<file path="config.mk">
export PLATFORM = sky130hd
export DESIGN_NAME = mtb_sqrt
export DESIGN_NICKNAME = d
export VERILOG_FILES = /design/src/mtb_pkg.sv /design/src/mtb_sqrt.sv
export SDC_FILE = /design/constraint.sdc
export NUM_CORES = 2
export LEC_CHECK = 0
export ABC_AREA = 1
export BUFFER_PORTS_ARGS = -buffer_cell sky130_fd_sc_hd__buf_2
export CAP_MARGIN = 20
export CORE_ASPECT_RATIO = 0.8
export CORE_MARGIN = 5
export CORE_UTILIZATION = 42
export CTS_CLUSTER_SIZE = 24
export DETAILED_ROUTE_END_ITERATION = 8
export GPL_TIMING_DRIVEN = 0
export PLACE_DENSITY_LB_ADDON = 0.05
export SLEW_MARGIN = 20
export SYNTH_ARGS = -nofsm -noshare
export SYNTH_HDL_FRONTEND = slang
export SYNTH_SLANG_ARGS = --single-unit
</file>
<file path="constraint.sdc">
create_clock -name clk -period 3.9 [get_ports clk]
set_input_delay 0.585 -clock clk [delete_from_list [all_inputs] [get_ports clk]]
set_output_delay 0.585 -clock clk [all_outputs]
set_load 0.02 [all_outputs]
</file>
<file path="src/mtb_pkg.sv">
package mtb_pkg;

  localparam int FRAC_BITS = 16;

  // Density Q3.F (integer part 0..7), its squared sum, root and quotient widths.
  localparam int DW  = FRAC_BITS + 3;
  localparam int SW  = 2 * DW + 2;
  localparam int MW  = SW / 2;
  localparam int RW  = MW + 1;
  localparam int QW  = FRAC_BITS + 1;
  localparam int NW  = FRAC_BITS + 4;
  localparam int AW  = FRAC_BITS + 3;
  localparam int PW  = AW + 30;
  localparam int HW  = PW + 7;
  localparam int HMW = HW - FRAC_BITS - 30;

  localparam logic [SW-1:0] THRESH =
    SW'((64'd1 << (2 * FRAC_BITS)) / 64'd100000000);

  localparam logic [29:0] INV_SQRT2 = 30'd759250125;
  localparam logic [29:0] INV_SQRT6 = 30'd438353264;
  localparam logic [31:0] COL_SCALE = 32'd3796250625;
  localparam logic [31:0] ROW_SCALE = 32'd3787372202;
  localparam logic [8:0]  COL_BASE  = 9'd250;
  localparam logic [8:0]  ROW_BASE  = 9'd288;
  localparam logic signed [41:0] COL_OFF = 42'sd250 <<< 30;
  localparam logic signed [41:0] ROW_OFF = 42'sd288 <<< 30;

  typedef struct packed {
    logic [7:0] red;
    logic [7:0] green;
    logic [7:0] blue;
  } pix_t;

  typedef struct packed {
    logic signed [7:0] coord_a_hundredths;
    logic signed [7:0] coord_b_hundredths;
    logic [8:0]        bin_column;
    logic [8:0]        bin_row;
    logic              achromatic;
  } res_t;

  typedef struct packed {
    logic              valid;
    logic              achro;
    logic [2:0][DW-1:0] d;
    logic [SW-1:0]     sumsq;
  } sq_t;

  typedef struct packed {
    logic              valid;
    logic              achro;
    logic [2:0][DW-1:0] d;
    logic [MW-1:0]     mag;
  } mag_t;

  typedef struct packed {
    logic              valid;
    logic              achro;
    logic [2:0][QW-1:0] u;
  } unit_t;

  typedef logic [DW-1:0] dens_tab_t [256];

  // Optical density log2(255/c) per byte value, built at elaboration.
  function automatic dens_tab_t dens_tab_gen();
    dens_tab_t tab;
    longint unsigned c, k, m, frac, num, den, rr;
    for (int n = 0; n < 256; n++) begin
      c = (n == 0) ? 64'd1 : 64'(n);
      k = 0;
      while (k < 7 && ((c << (k + 1)) <= 64'd255)) k++;
      // Long division of 255 * 2^30 by c * 2^k, one quotient bit per step.
      num = 64'd255 << 30;
      den = c << k;
      rr  = 0;
      m   = 0;
      for (int j = 39; j >= 0; j--) begin
        rr = (rr << 1) | ((num >> j) & 64'd1);
        m  = m << 1;
        if (rr >= den) begin
          rr = rr - den;
          m  = m | 64'd1;
        end
      end
      frac = 0;
      for (int i = 0; i < FRAC_BITS; i++) begin
        m = (m * m) >> 30;
        frac = frac << 1;
        if (m >= 64'd2147483648) begin
          frac = frac | 64'd1;
          m = m >> 1;
        end
      end
      tab[n] = DW'((k << FRAC_BITS) | frac);
    end
    return tab;
  endfunction

  localparam dens_tab_t DENS_TAB = dens_tab_gen();

endpackage

</file>
<file path="src/mtb_sqrt.sv">
module mtb_sqrt import mtb_pkg::*; (
  input  logic clk,
  input  logic rst,
  input  logic en,
  input  sq_t  sq,
  output mag_t mg
);

  logic               vld  [MW];
  logic               ach  [MW];
  logic [2:0][DW-1:0] dd   [MW];
  logic [SW-1:0]      rad  [MW];
  logic [RW-1:0]      rem  [MW];
  logic [MW-1:0]      root [MW];

  // One root bit per stage, two radicand bits consumed per stage.
  for (genvar s = 0; s < MW; s++) begin : g_stage
    logic               vi, ai;
    logic [2:0][DW-1:0] di;
    logic [SW-1:0]      radi;
    logic [RW-1:0]      remi;
    logic [MW-1:0]      rooti;
    logic [RW+1:0]      rem2, trial;
    logic               ge;

    if (s == 0) begin : g_first
      assign vi    = sq.valid;
      assign ai    = sq.achro;
      assign di    = sq.d;
      assign radi  = sq.sumsq;
      assign remi  = '0;
      assign rooti = '0;
    end else begin : g_next
      assign vi    = vld[s-1];
      assign ai    = ach[s-1];
      assign di    = dd[s-1];
      assign radi  = rad[s-1];
      assign remi  = rem[s-1];
      assign rooti = root[s-1];
    end

    assign rem2  = {remi, radi[SW-1 -: 2]};
    assign trial = {1'b0, rooti, 2'b01};
    assign ge    = (rem2 >= trial);

    always_ff @(posedge clk) begin
      if (rst) begin
        vld[s] <= 1'b0;
      end else if (en) begin
        vld[s] <= vi;
      end
    end

    always_ff @(posedge clk) begin
      if (en) begin
        ach[s]  <= ai;
        dd[s]   <= di;
        rad[s]  <= radi << 2;
        rem[s]  <= ge ? RW'(rem2 - trial) : RW'(rem2);
        root[s] <= {rooti[MW-2:0], ge};
      end
    end
  end

  assign mg = '{valid: vld[MW-1], achro: ach[MW-1], d: dd[MW-1],
                mag: (root[MW-1] == '0) ? MW'(1) : root[MW-1]};

endmodule

</file>
==> results_dict.tcl <==
set metrics [dict create \
    min_period_over_period 0.9228 \
    grt_max_degree 153 \
    power_density_nw_per_um2 549.5 \
    async_flop_share 0 \
    place_ws_ns -0.9003 \
    cts-resized-gates 0 \
    post_cts_buffers 0 \
    finalMaxSlewViolations 0 \
    synth_seq_cells 2143 \
    grt_overflow 0 \
    cts_tree "built" \
    numCtsBuffers 212 \
    clock_skew_ns 0.07679 \
    n_fill_cell 18310 \
    syn_inst 6793 \
    postSynthNetCount 7126 \
    insertion_delay_ns 0.84 \
    drive_gt1_frac 0.1153 \
    hold_viol 0 \
    layout.nets 7638 \
    dpl_cell_area_um2 92320 \
    place_hpwl_um 118500 \
    ys_seq_area_frac 0.7349 \
    htreeDepth 4 \
    yosysTopAreaCellShare 0.7349 \
    crit_arrival_ns 4.05 \
    synth_edf_count 2143 \
    syn_area_per_cell_um2 12.89 \
    power.total_mw 55.27 \
    first_pass_iters 5 \
    end_kind "flip-flop" \
    final_common_cell "edfxtp_1" \
    viasPerCell 4.707 \
    fin_crit_ns 3.599 \
    drc 0 \
    start_kind "primary input" \
    path_cells "buf_12 > buf_16 > buf_16 > buf_16 > buf_16 > buf_16 > buf_16" \
    clock_tree.root_cell "clkbuf_16" \
    rows 149 \
    syn2layout_area_growth_pct 14.88 \
    ios 181 \
    wire_per_inst_um 16.60 \
    fp.dieW_um 520.5 \
    worst_pin_slew_ns 0.8042 \
    cts_sinks 2143 \
    max_cap_viol_count 0 \
    slowest_stage "buf_16" \
    first_global_vias 46240 \
    port-buffer-count 180 \
    crit_family "buffers and inverters" \
    cp_max_fo 144 \
    rsz0062_at_grt "no" \
    synth.area.top_cells "edfxtp_1 73%, nand2_1 7.3%, inv_1 3.7%" \
    setup_violations 0 \
    finalHoldWorstSlack_ns 0.1642 \
    synth.distinct_cells 51 \
    ctsLongestPathBuffers 3 \
    placeableCoreArea_um2 206800 \
    fin_setup_tns_ns 0 \
    outcome "finished clean" \
    place_congestion 0.8442 \
    dieArea_um2 217800 \
    yosysTopAreaCell "edfxtp_1" \
    grt_use_total 0.1543 \
    max_freq_ghz 0.2779 \
    ant_nets 0 \
    syn_area_um2 87560 \
    setup.worst_path.class "primary input to flip-flop" \
    worstHoldPathType "primary input to flip-flop" \
    drt-total-wl_um 169400 \
    cpPeakStageDelay_ns 0.55 \
    cts.clk_slew.worst_paths_ns 0.06 \
    finalInstanceArea_um2 100600 \
    final_cell_mix "2143 x edfxtp_1, 1701 x nand2_1, 863 x inv_1, 475 x nor2_1, 294 x nand3_1" \
    detail_route.iter0.violations 3555 \
    start_util 0.4235 \
    crit_top_cell "buf_16" \
    antenna_found_initial 2 \
    critPathBufInv 7 \
    die_h_um 418.4 \
    leakagePower_nw 40.05 \
    ys.flop_type "edfxtp_1" \
    ys_warn_count 0 \
    layout_setup_ws_ns 0.3013 \
    detailroute.via_count 48030 \
    grt_pass1_wl_um 264700 \
    worstPathRequired_ns 4.35 \
    maxSlewHeadroom 0.4639 \
    vdd_drop_max_mv 0.4225 \
]
logic make-up after synthesis:
group / count (synthesis) / synth area share
AND/OR/NAND/NOR: 2799 / 0.1370
flip-flops: 2143 / 0.7349
buffers and inverters: 1037 / 0.04998
AO/OA/AOI/OAI: 425 / 0.02935
adder cells (fa/ha/maj): 231 / 0.03301
XOR/XNOR: 157 / 0.01570
other: 1 / 0.00004283
synthesized netlist by cell type (3+ instances only):
library cell	number
nand3_1	294
nand3_4	4
buf_4	72
and2_1	6
nor2_4	9
o21ai_1	58
nor3_2	3
inv_4	4
a21oi_2	43
a21oi_4	4
nand4_2	3
o21ai_2	40
nand3b_1	61
nor3_1	50
edfxtp_1	2143
nand2_1	1701
xor2_1	91
buf_2	7
buf_6	21
ha_1	231
o21a_1	5
clkbuf_1	22
nor2_2	23
o21bai_1	15
xnor2_1	66
o211ai_1	6
o21ai_0	75
inv_1	863
nand3_2	10
a21oi_1	170
a21o_1	4
nor4_1	8
or2_2	6
inv_2	45
nand2_2	50
a21boi_0	3
nand2_4	9
nor2_1	475
nand4_1	79
layout make-up:
cell class / instances / area [um^2] / area share
sequential: 2143 / 64350 / 0.6398
multi-input combinational: 3613 / 18830 / 0.1872
clock buffer: 246 / 5433 / 0.05401
inverter: 913 / 3442 / 0.03422
tap: 2718 / 3401 / 0.03381
timing repair buffer: 298 / 2407 / 0.02393
clock inverter: 149 / 1782 / 0.01771
buffer: 124 / 934.6 / 0.009292
antenna: 1 / 2.502 / 0.00002488
worst reg2reg max path, delay by kind of cell, from the launching register on:
kind / cells / cell delay [ns]
compound gates: 1 / 0.46
fa+ha+maj: 1 / 0.42
buf+inv: 3 / 0.32
flops: 1 / 0.44
simple gates: 5 / 0.71
routing by layer:
layer | up-vias | share of wire | GRT usage
met5 | - | 0 | 0
li1 | 24170 | - | -
met3 | 240 | 0.047 | 0.02740
met2 | 837 | 0.41 | 0.2168
met4 | 0 | 0.018 | 0.03366
met1 | 22780 | 0.52 | 0.2486
flip-flops by register name, indices dropped and copies added, names as in the netlist:
signal and flops:
ach 20, rad 380, vld 20, dd 1140, rem 373, root 210
path summary, 6_finish.rpt:
path | from | to | slack (ns) | cells after the start
setup reg to reg | rem[8][8] | rem[9][3] | 1.22 | 10
hold reg to reg | dd[1][39] | dd[1][96] | 0.37 | 0
setup / recovery | en | dd[3][39] | 0.30 | 7
hold / removal | en | dd[0][159] | 0.16 | 1
timing repair:
| action | CTS | global route |
|---|---|---|
| hold buffers | 100 | 0 |
| endpoints found under the setup margin | 0 | 217 |
| endpoints found under the hold margin | 100 | 0 |
power by group:
part / internal (mW) / switching (mW)
logic: 2.06 / 4.07
registers: 27.5 / 0.881
clock network: 12.0 / 8.71
per-stage QoR:
| stage | util | std cells |
|---|---|---|
| final | 0.4865 | 10210 |
| after global routing | 0.4865 | 10200 |
| after CTS | 0.4863 | 10200 |
| after detailed placement | 0.4465 | 9707 |
| after global placement | 0.4443 | 9691 |
| after floorplan | - | 6793 |
(Power assumes the default switching activity.)
