<file path="config.mk">
export PLATFORM = sky130hd
export DESIGN_NAME = mtb_div
export DESIGN_NICKNAME = d
export VERILOG_FILES = /design/src/mtb_pkg.sv /design/src/mtb_div.sv
export SDC_FILE = /design/constraint.sdc
export NUM_CORES = 2
export LEC_CHECK = 0
export BUFFER_PORTS_ARGS = -buffer_cell sky130_fd_sc_hd__buf_2
export CORE_MARGIN = 2
export CORE_UTILIZATION = 35
export DETAILED_ROUTE_END_ITERATION = 12
export GPL_TIMING_DRIVEN = 0
export SYNTH_ARGS = -nofsm -noshare
export SYNTH_HDL_FRONTEND = slang
export SYNTH_SLANG_ARGS = --single-unit
export TNS_END_PERCENT = 1
</file>
<file path="constraint.sdc">
create_clock -name clk -period 6 [get_ports clk]
set_input_delay 0.6 -clock clk [delete_from_list [all_inputs] [get_ports clk]]
set_output_delay 0.6 -clock clk [all_outputs]
set_load 0.01 [all_outputs]
</file>
<file path="src/mtb_pkg.sv">
package mtb_pkg;

  localparam int FRAC_BITS = 16;

  // Density Q3.F (integer part 0..7), its squared sum, root and quotient widths.
  localparam int DW  = FRAC_BITS + 3;
  localparam int SW  = 2 * DW + 2;
  localparam int MW  = SW / 2;
  localparam int RW  = MW + 1;
  localparam int QW  = FRAC_BITS + 1;
  localparam int NW  = FRAC_BITS + 4;
  localparam int AW  = FRAC_BITS + 3;
  localparam int PW  = AW + 30;
  localparam int HW  = PW + 7;
  localparam int HMW = HW - FRAC_BITS - 30;

  localparam logic [SW-1:0] THRESH =
    SW'((64'd1 << (2 * FRAC_BITS)) / 64'd100000000);

  localparam logic [29:0] INV_SQRT2 = 30'd759250125;
  localparam logic [29:0] INV_SQRT6 = 30'd438353264;
  localparam logic [31:0] COL_SCALE = 32'd3796250625;
  localparam logic [31:0] ROW_SCALE = 32'd3787372202;
  localparam logic [8:0]  COL_BASE  = 9'd250;
  localparam logic [8:0]  ROW_BASE  = 9'd288;
  localparam logic signed [41:0] COL_OFF = 42'sd250 <<< 30;
  localparam logic signed [41:0] ROW_OFF = 42'sd288 <<< 30;

  typedef struct packed {
    logic [7:0] red;
    logic [7:0] green;
    logic [7:0] blue;
  } pix_t;

  typedef struct packed {
    logic signed [7:0] coord_a_hundredths;
    logic signed [7:0] coord_b_hundredths;
    logic [8:0]        bin_column;
    logic [8:0]        bin_row;
    logic              achromatic;
  } res_t;

  typedef struct packed {
    logic              valid;
    logic              achro;
    logic [2:0][DW-1:0] d;
    logic [SW-1:0]     sumsq;
  } sq_t;

  typedef struct packed {
    logic              valid;
    logic              achro;
    logic [2:0][DW-1:0] d;
    logic [MW-1:0]     mag;
  } mag_t;

  typedef struct packed {
    logic              valid;
    logic              achro;
    logic [2:0][QW-1:0] u;
  } unit_t;

  typedef logic [DW-1:0] dens_tab_t [256];

  // Optical density log2(255/c) per byte value, built at elaboration.
  function automatic dens_tab_t dens_tab_gen();
    dens_tab_t tab;
    longint unsigned c, k, m, frac, num, den, rr;
    for (int n = 0; n < 256; n++) begin
      c = (n == 0) ? 64'd1 : 64'(n);
      k = 0;
      while (k < 7 && ((c << (k + 1)) <= 64'd255)) k++;
      // Long division of 255 * 2^30 by c * 2^k, one quotient bit per step.
      num = 64'd255 << 30;
      den = c << k;
      rr  = 0;
      m   = 0;
      for (int j = 39; j >= 0; j--) begin
        rr = (rr << 1) | ((num >> j) & 64'd1);
        m  = m << 1;
        if (rr >= den) begin
          rr = rr - den;
          m  = m | 64'd1;
        end
      end
      frac = 0;
      for (int i = 0; i < FRAC_BITS; i++) begin
        m = (m * m) >> 30;
        frac = frac << 1;
        if (m >= 64'd2147483648) begin
          frac = frac | 64'd1;
          m = m >> 1;
        end
      end
      tab[n] = DW'((k << FRAC_BITS) | frac);
    end
    return tab;
  endfunction

  localparam dens_tab_t DENS_TAB = dens_tab_gen();

endpackage

</file>
<file path="src/mtb_div.sv">
module mtb_div import mtb_pkg::*; (
  input  logic  clk,
  input  logic  rst,
  input  logic  en,
  input  mag_t  mg,
  output unit_t un
);

  logic               vld [QW];
  logic               ach [QW];
  logic [MW-1:0]      dv  [QW];
  logic [2:0][MW-1:0] rem [QW];
  logic [2:0][QW-1:0] q   [QW];

  // Restoring division of d<<F by the magnitude, one quotient bit per stage.
  // Since d never exceeds the magnitude, the quotient fits in F+1 bits.
  for (genvar s = 0; s < QW; s++) begin : g_stage
    logic               vi, ai;
    logic [MW-1:0]      magi;
    logic [2:0][MW-1:0] remi;
    logic [2:0][QW-1:0] qi;
    logic [2:0]         nbit, ge;
    logic [2:0][MW:0]   rem2;
    logic [2:0][MW-1:0] rem_n;

    if (s == 0) begin : g_first
      assign vi   = mg.valid;
      assign ai   = mg.achro;
      assign magi = mg.mag;
      assign qi   = '0;
      for (genvar l = 0; l < 3; l++) begin : g_lane
        assign remi[l] = MW'(mg.d[l] >> 1);
        assign nbit[l] = mg.d[l][0];
      end
    end else begin : g_next
      assign vi   = vld[s-1];
      assign ai   = ach[s-1];
      assign magi = dv[s-1];
      assign qi   = q[s-1];
      assign remi = rem[s-1];
      assign nbit = '0;
    end

    always_comb begin
      for (int l = 0; l < 3; l++) begin
        rem2[l]  = {remi[l], nbit[l]};
        ge[l]    = (rem2[l] >= {1'b0, magi});
        rem_n[l] = ge[l] ? MW'(rem2[l] - {1'b0, magi}) : MW'(rem2[l]);
      end
    end

    always_ff @(posedge clk) begin
      if (rst) begin
        vld[s] <= 1'b0;
      end else if (en) begin
        vld[s] <= vi;
      end
    end

    always_ff @(posedge clk) begin
      if (en) begin
        ach[s] <= ai;
        dv[s]  <= magi;
        rem[s] <= rem_n;
        for (int l = 0; l < 3; l++) begin
          q[s][l] <= {qi[l][QW-2:0], ge[l]};
        end
      end
    end
  end

  // An achromatic pixel has an all-zero unit vector.
  assign un = '{valid: vld[QW-1], achro: ach[QW-1],
                u: ach[QW-1] ? '0 : q[QW-1]};

endmodule

</file>
==> flow_summary.ini <==
[outcome]
status = finished clean

[cts]
cts_hold_buf = 23
post_cts_buffers = 0
numCtsBuffers = 212
cts_root_buffer = clkbuf_16
clock_latency_ns = 0.92
cts_tree = built
cts.sinks = 1773
clk_pin_slew_ns = 0.06
cts_resized = 0
clock_path_buffers = 4
htree_levels = 4

[setup_path]
arrival_ns = 5.82
r2r_slack_ns = 0.79
critPathLaunchType = register
crit_end = rem[0][218]
cp.required_ns = 6.60
critPathLaunch = dv[0][41]
end_kind = register
rr_worst_depth = 13
r2r_start = dv[0][41]
cp_max_fo = 10
crit_type = register to register
r2r-end = rem[0][218]

[grt]
gr-total-overflow = 0
grt_pass1_vias = 75000
antenna_found_initial = 15
grt_pass1_wl_um = 492000
grt_max_degree = 176
grtUsageTotal_pct = 20.7

[timing]
worst_pin_slew_ns = 1.20
slew_headroom_pct = 19.1
setup_slack_ns = 0.787
setup_violations = 0
max_freq_mhz = 192
tns_ns = 0
hold_viol = 0
drv_slew = 0
layout_min_cycle_time_ns = 5.21
rsz0062_at_grt = false
fin_crit_sh_pct = 86.9
finalClockSkew_ns = 0.0664

[job]
cap_violations = 0

[route]
drt-initial-drc-count = 7210
via_count = 78400
viasPerCell = 5.37
drt-total-wl_um = 338000
wl_per_cell_um = 23.2
dr.pass1.iters = 6
antenna_left = 0
route.detailed.drc = 0

[placed_design]
portBuffers = 134
dpl.hpwl_um = 270000
gp_congestion = 0.929
post-place-ws_ns = 0.755

[pwr]
peakVddDrop_uv = 308
p_leak_nw = 49.0
power_density_nw_per_um2 = 576

[die]
start_util_pct = 35.1
num_rows = 205
die_w_um = 562
design.die.area_um2 = 316000
core_area_um2 = 311000
die_h_um = 562
io_pins = 135

[yosys]
synth_top_area_cell = edfxtp_1
async_flop_share_pct = 0
synth_edf_count = 1773
ys.flop_type = edfxtp_1
syn_inst = 9899
netlist_area_um2 = 109000
yosysTopAreaCellShare_pct = 48.8
synth.area.top_cells = edfxtp_1, ha_1, xnor2_1
yosysWarnings = 0
synth.avg_cell_area_um2 = 11.0
synth.distinct_cells = 98
seq_area_frac_synth_pct = 48.8
synth_nets = 11000
ys_ff_latch = 1773

[cells_and_area]
drive_gt1_share_pct = 8.88
final_common_cell = edfxtp_1
syn_to_final_growth_pct = 12.4
nFillCells = 29900
final_cell_mix = edfxtp_1, ha_1, nand2_1
fin_nets = 11400

[hold_path]
hold_class = input port to register
-- state kept, by name (all words and copies together) (netlist names) --
signal and cells:
dv 320, vld 17, rem 960, q 459, ach 17
-- worst min path at each step --
stage / slack, ns / cells after the start / from / endpoint
5_1_grt: 0.04 / 3 / mg[28] / rem[0][8]
3_3_place_gp: 0.40 / 0 / q[11][17] / q[12][18]
2_1_floorplan: 0.40 / 0 / ach[0][9] / ach[0][10]
4_1_cts: 0.0003 / 3 / mg[35] / rem[0][15]
6_report: 0.07 / 3 / mg[53] / rem[0][34]
3_5_place_dp: 0.40 / 0 / q[10][21] / q[11][22]
-- layer usage --
| layer | GRT usage, % | up-vias | wire length, um | part of all wire [%] |
|---|---|---|---|---|
| li1 | - | 37600 | - | - |
| met1 | 30.2 | 38000 | 159000 | 47 |
| met5 | 0 | - | 0 | 0 |
| met4 | 5.72 | 0 | 9240 | 2.7 |
| met2 | 32.2 | 2274 | 150000 | 44 |
| met3 | 2.69 | 410 | 19800 | 5.9 |
-- layout make-up --
| class | instances | area, um^2 | area share, % |
|---|---|---|---|
| well taps | 4140 | 5180 | 4.22 |
| plain buffers | 178 | 762 | 0.621 |
| repair buffers | 169 | 1230 | 0.999 |
| clock inverters | 139 | 1600 | 1.30 |
| inverters | 634 | 2380 | 1.94 |
| flip-flops and latches | 1773 | 53200 | 43.4 |
| diodes | 3 | 7.51 | 0.00612 |
| multi-input cells | 7314 | 52800 | 43.0 |
| clock buffers | 250 | 5510 | 4.49 |
-- critical path: stages (launching register included) --
cell,delay [ns]
edfxtp_1,0.51
inv_1,0.15
ha_1,0.31
nor2b_1,0.13
o21ai_0,0.25
a21boi_1,0.16
o31ai_1,0.97
o2111ai_1,0.25
o211ai_1,0.21
nor2_1,0.12
o21ai_1,0.84
and2_1,0.24
buf_2,0.36
mux2_2,0.43
-- per-stage QoR --
stage | instance area (um^2) | hold slack [ns] | total power [W] | cells | utilization (%)
6_report | 123000 | 0.0699 | 0.0707 | 14600 | 39.4
3_3_place_gp | 115000 | 0.400 | 0.0576 | 14200 | 37.0
2_1_floorplan | 109000 | 0.400 | 0.0454 | 9899 | -
5_1_grt | 123000 | 0.0362 | 0.0753 | 14600 | 39.4
4_1_cts | 123000 | 0.000317 | 0.0710 | 14600 | 39.4
3_5_place_dp | 115000 | 0.405 | 0.0573 | 14200 | 37.1
-- cell usage after synthesis, types with 17 or more instances --
| cell type | n |
|---|---|
| mux2_2 | 328 |
| nand2_1 | 812 |
| nor2b_1 | 210 |
| and2_1 | 59 |
| nand3_1 | 165 |
| o2111ai_1 | 25 |
| nand3b_1 | 17 |
| nand4_1 | 106 |
| a211oi_1 | 69 |
| xor2_1 | 291 |
| a21oi_1 | 712 |
| a31oi_1 | 87 |
| edfxtp_1 | 1773 |
| ha_1 | 1014 |
| fa_1 | 48 |
| o41ai_1 | 17 |
| nand4b_1 | 18 |
| o21a_1 | 121 |
| nor2_1 | 545 |
| o211ai_1 | 40 |
| and3_1 | 63 |
| nor4_1 | 27 |
| and4_1 | 20 |
| nand2b_1 | 144 |
| or2_2 | 23 |
| inv_1 | 630 |
| a21o_1 | 356 |
| o31ai_1 | 68 |
| o21bai_1 | 97 |
| nor3_1 | 170 |
| a211o_1 | 31 |
| or3_1 | 59 |
| buf_2 | 50 |
| o21ai_0 | 764 |
| a21boi_0 | 44 |
| clkbuf_1 | 116 |
| mux2i_1 | 33 |
| a31o_2 | 17 |
| xnor2_1 | 460 |
| o21ai_1 | 28 |
-- kinds of logic after synthesis --
logic type      share of synthesized area (%)
mux                                      3.93
fa+ha+maj                                12.5
flops                                    48.8
simple gates                             10.8
xor+xnor                                 6.03
buf+inv                                  2.88
compound gates                           15.1
-- where the power goes --
part           total, W  internal [W]  switching, W
clock network    0.0132       0.00779       0.00542
registers        0.0225        0.0196       0.00289
logic            0.0349        0.0141        0.0209
Note: power is estimated with default switching activity, not from simulation.
