==> config.mk <==
export PLATFORM = sky130hd
export DESIGN_NAME = mtb_proj
export DESIGN_NICKNAME = d
export VERILOG_FILES = /design/src/mtb_pkg.sv /design/src/mtb_proj.sv
export SDC_FILE = /design/constraint.sdc
export NUM_CORES = 2
export LEC_CHECK = 0
export BUFFER_PORTS_ARGS = -buffer_cell sky130_fd_sc_hd__buf_4
export CORE_MARGIN = 3
export CORE_UTILIZATION = 45
export CTS_BUF_LIST = sky130_fd_sc_hd__clkbuf_16
export CTS_CLUSTER_DIAMETER = 120
export CTS_CLUSTER_SIZE = 12
export DETAILED_ROUTE_END_ITERATION = 10
export PLACE_DENSITY_LB_ADDON = 0.05
export SYNTH_ARGS = -nofsm -noshare
export SYNTH_HDL_FRONTEND = slang
export SYNTH_SLANG_ARGS = --single-unit
==> constraint.sdc <==
create_clock -name clk -period 18.8 [get_ports clk]
set_input_delay 1.88 -clock clk [delete_from_list [all_inputs] [get_ports clk]]
set_output_delay 1.88 -clock clk [all_outputs]
set_load 0.1 [all_outputs]
==> src/mtb_pkg.sv <==
package mtb_pkg;

  localparam int FRAC_BITS = 16;

  // Density Q3.F (integer part 0..7), its squared sum, root and quotient widths.
  localparam int DW  = FRAC_BITS + 3;
  localparam int SW  = 2 * DW + 2;
  localparam int MW  = SW / 2;
  localparam int RW  = MW + 1;
  localparam int QW  = FRAC_BITS + 1;
  localparam int NW  = FRAC_BITS + 4;
  localparam int AW  = FRAC_BITS + 3;
  localparam int PW  = AW + 30;
  localparam int HW  = PW + 7;
  localparam int HMW = HW - FRAC_BITS - 30;

  localparam logic [SW-1:0] THRESH =
    SW'((64'd1 << (2 * FRAC_BITS)) / 64'd100000000);

  localparam logic [29:0] INV_SQRT2 = 30'd759250125;
  localparam logic [29:0] INV_SQRT6 = 30'd438353264;
  localparam logic [31:0] COL_SCALE = 32'd3796250625;
  localparam logic [31:0] ROW_SCALE = 32'd3787372202;
  localparam logic [8:0]  COL_BASE  = 9'd250;
  localparam logic [8:0]  ROW_BASE  = 9'd288;
  localparam logic signed [41:0] COL_OFF = 42'sd250 <<< 30;
  localparam logic signed [41:0] ROW_OFF = 42'sd288 <<< 30;

  typedef struct packed {
    logic [7:0] red;
    logic [7:0] green;
    logic [7:0] blue;
  } pix_t;

  typedef struct packed {
    logic signed [7:0] coord_a_hundredths;
    logic signed [7:0] coord_b_hundredths;
    logic [8:0]        bin_column;
    logic [8:0]        bin_row;
    logic              achromatic;
  } res_t;

  typedef struct packed {
    logic              valid;
    logic              achro;
    logic [2:0][DW-1:0] d;
    logic [SW-1:0]     sumsq;
  } sq_t;

  typedef struct packed {
    logic              valid;
    logic              achro;
    logic [2:0][DW-1:0] d;
    logic [MW-1:0]     mag;
  } mag_t;

  typedef struct packed {
    logic              valid;
    logic              achro;
    logic [2:0][QW-1:0] u;
  } unit_t;

  typedef logic [DW-1:0] dens_tab_t [256];

  // Optical density log2(255/c) per byte value, built at elaboration.
  function automatic dens_tab_t dens_tab_gen();
    dens_tab_t tab;
    longint unsigned c, k, m, frac, num, den, rr;
    for (int n = 0; n < 256; n++) begin
      c = (n == 0) ? 64'd1 : 64'(n);
      k = 0;
      while (k < 7 && ((c << (k + 1)) <= 64'd255)) k++;
      // Long division of 255 * 2^30 by c * 2^k, one quotient bit per step.
      num = 64'd255 << 30;
      den = c << k;
      rr  = 0;
      m   = 0;
      for (int j = 39; j >= 0; j--) begin
        rr = (rr << 1) | ((num >> j) & 64'd1);
        m  = m << 1;
        if (rr >= den) begin
          rr = rr - den;
          m  = m | 64'd1;
        end
      end
      frac = 0;
      for (int i = 0; i < FRAC_BITS; i++) begin
        m = (m * m) >> 30;
        frac = frac << 1;
        if (m >= 64'd2147483648) begin
          frac = frac | 64'd1;
          m = m >> 1;
        end
      end
      tab[n] = DW'((k << FRAC_BITS) | frac);
    end
    return tab;
  endfunction

  localparam dens_tab_t DENS_TAB = dens_tab_gen();

endpackage

==> src/mtb_proj.sv <==
module mtb_proj import mtb_pkg::*; (
  input  logic  clk,
  input  logic  rst,
  input  logic  en,
  input  unit_t un,
  output logic  res_valid,
  output res_t  res
);

  logic v1, v2, v3, v4;
  logic a1, a2, a3, a4;

  logic signed [NW-1:0] ua, ub, uc, na, nb;
  logic                 sa1, sb1, sa2, sb2;
  logic [AW-1:0]        ma1, mb1;
  logic [PW-1:0]        pa2, pb2;
  logic [HW-1:0]        ta, tb;
  logic signed [7:0]    ha3, hb3, ha4, hb4, ha_c, hb_c;
  logic signed [40:0]   pc4, pr4;
  logic signed [41:0]   vcol, vrow;
  logic [8:0]           col_c, row_c;

  function automatic logic signed [7:0] hund_sat(input logic neg, input logic [HMW-1:0] m);
    logic signed [7:0] r;
    if (!neg) begin
      r = (m > HMW'(127)) ? 8'sd127 : 8'(m);
    end else begin
      r = (m >= HMW'(128)) ? -8'sd128 : -8'(m);
    end
    return r;
  endfunction

  function automatic logic [8:0] bin_sat(input logic signed [41:0] v);
    logic [8:0] r;
    if (v < 0) begin
      r = '0;
    end else if (v[41:30] > 12'd511) begin
      r = 9'd511;
    end else begin
      r = v[38:30];
    end
    return r;
  endfunction

  assign ua = NW'($signed({1'b0, un.u[0]}));
  assign ub = NW'($signed({1'b0, un.u[1]}));
  assign uc = NW'($signed({1'b0, un.u[2]}));
  assign na = ua - ub;
  assign nb = (uc <<< 1) - ua - ub;

  assign ta   = HW'(pa2) * HW'(7'd100);
  assign tb   = HW'(pb2) * HW'(7'd100);
  assign ha_c = hund_sat(sa2, ta[HW-1:FRAC_BITS+30]);
  assign hb_c = hund_sat(sb2, tb[HW-1:FRAC_BITS+30]);

  assign vcol  = COL_OFF + 42'(pc4);
  assign vrow  = ROW_OFF - 42'(pr4);
  assign col_c = bin_sat(vcol);
  assign row_c = bin_sat(vrow);

  always_ff @(posedge clk) begin
    if (rst) begin
      v1        <= 1'b0;
      v2        <= 1'b0;
      v3        <= 1'b0;
      v4        <= 1'b0;
      res_valid <= 1'b0;
    end else if (en) begin
      v1        <= un.valid;
      v2        <= v1;
      v3        <= v2;
      v4        <= v3;
      res_valid <= v4;
    end
  end

  always_ff @(posedge clk) begin
    if (en) begin
      a1  <= un.achro;
      sa1 <= na[NW-1];
      sb1 <= nb[NW-1];
      ma1 <= AW'(na[NW-1] ? -na : na);
      mb1 <= AW'(nb[NW-1] ? -nb : nb);

      a2  <= a1;
      sa2 <= sa1;
      sb2 <= sb1;
      pa2 <= PW'(ma1) * PW'(INV_SQRT2);
      pb2 <= PW'(mb1) * PW'(INV_SQRT6);

      a3  <= a2;
      ha3 <= ha_c;
      hb3 <= hb_c;

      a4  <= a3;
      ha4 <= ha3;
      hb4 <= hb3;
      pc4 <= 41'(ha3) * 41'($signed({1'b0, COL_SCALE}));
      pr4 <= 41'(hb3) * 41'($signed({1'b0, ROW_SCALE}));

      res.achromatic         <= a4;
      res.coord_a_hundredths <= ha4;
      res.coord_b_hundredths <= hb4;
      res.bin_column         <= col_c;
      res.bin_row            <= row_c;
    end
  end

endmodule
==> metrics.csv <==
metric,value,unit
drc,0,
clock.fmax,140,MHz
cp_slowest_stage_delay,0.65,ns
post_cts_resized,0,
wirelength,94100,um
place_inst,5742,
gp_congestion,0.891,
status,completed,
yosysUniqueCellTypes,104,
grtUsageTotal,19.3,%
htree_levels,1,
synth_edf_count,253,
drive_above_1_share,4.43,%
grt_pass1_vias,29600,
cts.sinks,258,
met1_length,47800,um
fin_cells,5784,
wl_met3,3410,um
cp_slowest_cell,fa_1,
finalSetupViolCount,0,
insertion_delay,0.58,ns
syn_area_per_cell,9.91,um^2
finalHoldViolCount,0,
required,19.12,ns
rows,113,
layout_common_cells,"inv_1, ha_1, fa_1",
die_area,101000,um^2
cp_max_fo,8,
ant_nets,0,
tightest_slew,0.877,ns
viasPerCell,4.94,
hpwl,82800,um
syn2layout_area_growth,6.91,%
clockRootBuffer,clkbuf_16,
dr_total_vias,28600,
fillers,9110,
antenna_cells,0,
syn_inst,4395,
io-pin-count,92,
drtIter0Drc,1231,
worstSetupEndpointType,flip-flop,
period_minus_slack,7.16,ns
wire_per_inst,16.3,um
ctsHoldBuffers,0,
ys_seq_area_share,17.7,%
cts_tree,built,
pre_cts_ws,11.65,ns
top_layer,met4,
worst_clock_skew,0.0139,ns
cts.path.max_buffers,3,
synth_ff_type,edfxtp_1,
syn_area,43600,um^2
crit_type,flip-flop to flip-flop,
grt_max_degree,79,
grt_antenna_before_repair,2,
path_cells,inv_1 -> ha_1 -> fa_1 -> inv_1 -> fa_1 -> inv_1 -> fa_1 -> inv_1 -> fa_1 -> inv_1 -> fa_1 -> inv_1 -> ha_1 -> a21o_1 -> a21o_1 -> a21o_1 -> a21o_1 -> a211oi_1 -> o2111ai_1 -> a41oi_2 -> o211ai_1 -> a311oi_1 -> o21bai_1 -> xor2_1,
hp-class,flip-flop to flip-flop,
design.core.area,95400,um^2
totalNegativeSetupSlack,0,ns
rsz0062_at_grt,no,
grt_overflow,0,
finalMaxSlewViolations,0,
postCtsSetupBuffers,0,
r2r_slack,11.64,ns
ys_ff_latch,258,
first_pass_iters,5,
port_buffers,91,
period_share,38.1,%
crit_top_cell,inv_1,
ys_async_sr_fraction,0,%
max_cap_viol_count,0,
path_clk_slew,0.07,ns
hold_ws,0.411,ns
crit_arrival,7.48,ns
final_common_cell,inv_1,
initial_core_util,45.6,%
die_w,317,um
die_y,317,um
cp-start-kind,flip-flop,
cts_made_buffers,27,
relSlewSlack,40.0,%
yosysWarnings,0,
grt_pass1_wl,156000,um
wl_met2,41300,um
nets,5999,
synth_nets,5888,
layout_setup_ws,11.64,ns
==> cell usage after synthesis, types with 6 or more instances <==
cell type	number	area [um^2]
and3_1	38	238
clkbuf_1	10	37.5
and4_1	6	52.6
nor3_1	55	275
mux2i_1	14	140
a311oi_1	7	61.3
o21ai_1	13	65.1
o21bai_1	28	210
and2_1	7	43.8
edfxtp_1	253	7600
o211a_1	6	60.1
fa_1	504	10100
nor2b_1	26	163
nand2_1	108	405
a22oi_1	6	45.0
a21o_1	103	773
nand2b_1	30	188
xor2_1	71	622
o211ai_1	6	45.0
a211o_1	10	87.6
nor2_1	144	541
nand3_1	44	220
xnor2_1	146	1280
o22ai_1	13	81.3
nand4_1	22	138
a31o_2	6	52.6
o21a_1	31	233
a211oi_1	19	143
nor4_1	15	93.8
a21oi_2	6	52.6
or3_1	21	131
o2111ai_1	6	52.6
or2_2	13	81.3
ha_1	933	11700
a2111oi_0	6	52.6
o21ai_0	94	470
a21oi_1	177	886
a31oi_1	18	113
inv_1	1260	4730
==> final cells by class <==
cell class                      instances  area (um^2)  area share, %
Clock buffer                           28          701           1.50
Clock inverter                         14         67.6          0.145
Inverter                             1261         4730           10.2
Multi-Input combinational cell       2862        31100           66.7
Sequential cell                       258         7700           16.5
Tap cell                             1265         1580           3.40
Timing Repair Buffer                   96          728           1.56
==> worst max-delay path: cells and delay by family (launching register included) <==
family          cells  cell delay [ns]
compound gates     10             2.18
flops               1             0.54
xor+xnor            1             0.15
buf+inv             6             0.45
fa+ha+maj           7             3.57
==> registers in the layout (all words and copies together), names as in the netlist <==
name,cells
a1,1
sa2,1
v2,1
hb3,8
pa2,48
a4,1
ha4,7
pc4,12
ha3,8
res_valid,1
pr4,38
pb2,44
sa1,1
mb1,19
res,35
a3,1
v1,1
hb4,8
sb1,1
ma1,18
v4,1
a2,1
sb2,1
v3,1
==> stage by stage <==
| stage | area (um^2) | utilization (%) |
|---|---|---|
| floorplan | 43600 | - |
| global placement | 45800 | 48.0 |
| detailed placement | 45800 | 48.0 |
| CTS | 46600 | 48.8 |
| global route | 46600 | 48.8 |
| finish | 46600 | 48.8 |
==> worst paths after layout <==
path,startpoint,end,depth (start not counted)
hold reg to reg,ha4[4],res[31],0
setup reg to reg,ma1[17],pa2[47],24
hold / removal,ha4[4],res[31],0
setup / recovery,ma1[17],pa2[47],24
==> layer usage <==
layer | global-route usage (%) | vias to the layer above
met2 | 31.1 | 383
met1 | 28.4 | 13600
met3 | 1.97 | 77
met4 | 3.39 | 0
met5 | 0 | -
li1 | - | 14500
==> cells by family after synthesis <==
family / share of synthesized area [%]
compound gates: 10.0
xor+xnor: 4.44
fa+ha+maj: 50.0
buf+inv: 11.0
flops: 17.7
mux: 0.460
other cells: 0.00861
simple gates: 6.44
Power is not shown: default switching activity piles up to over one toggle a cycle in this logic, so the estimate is an artifact.
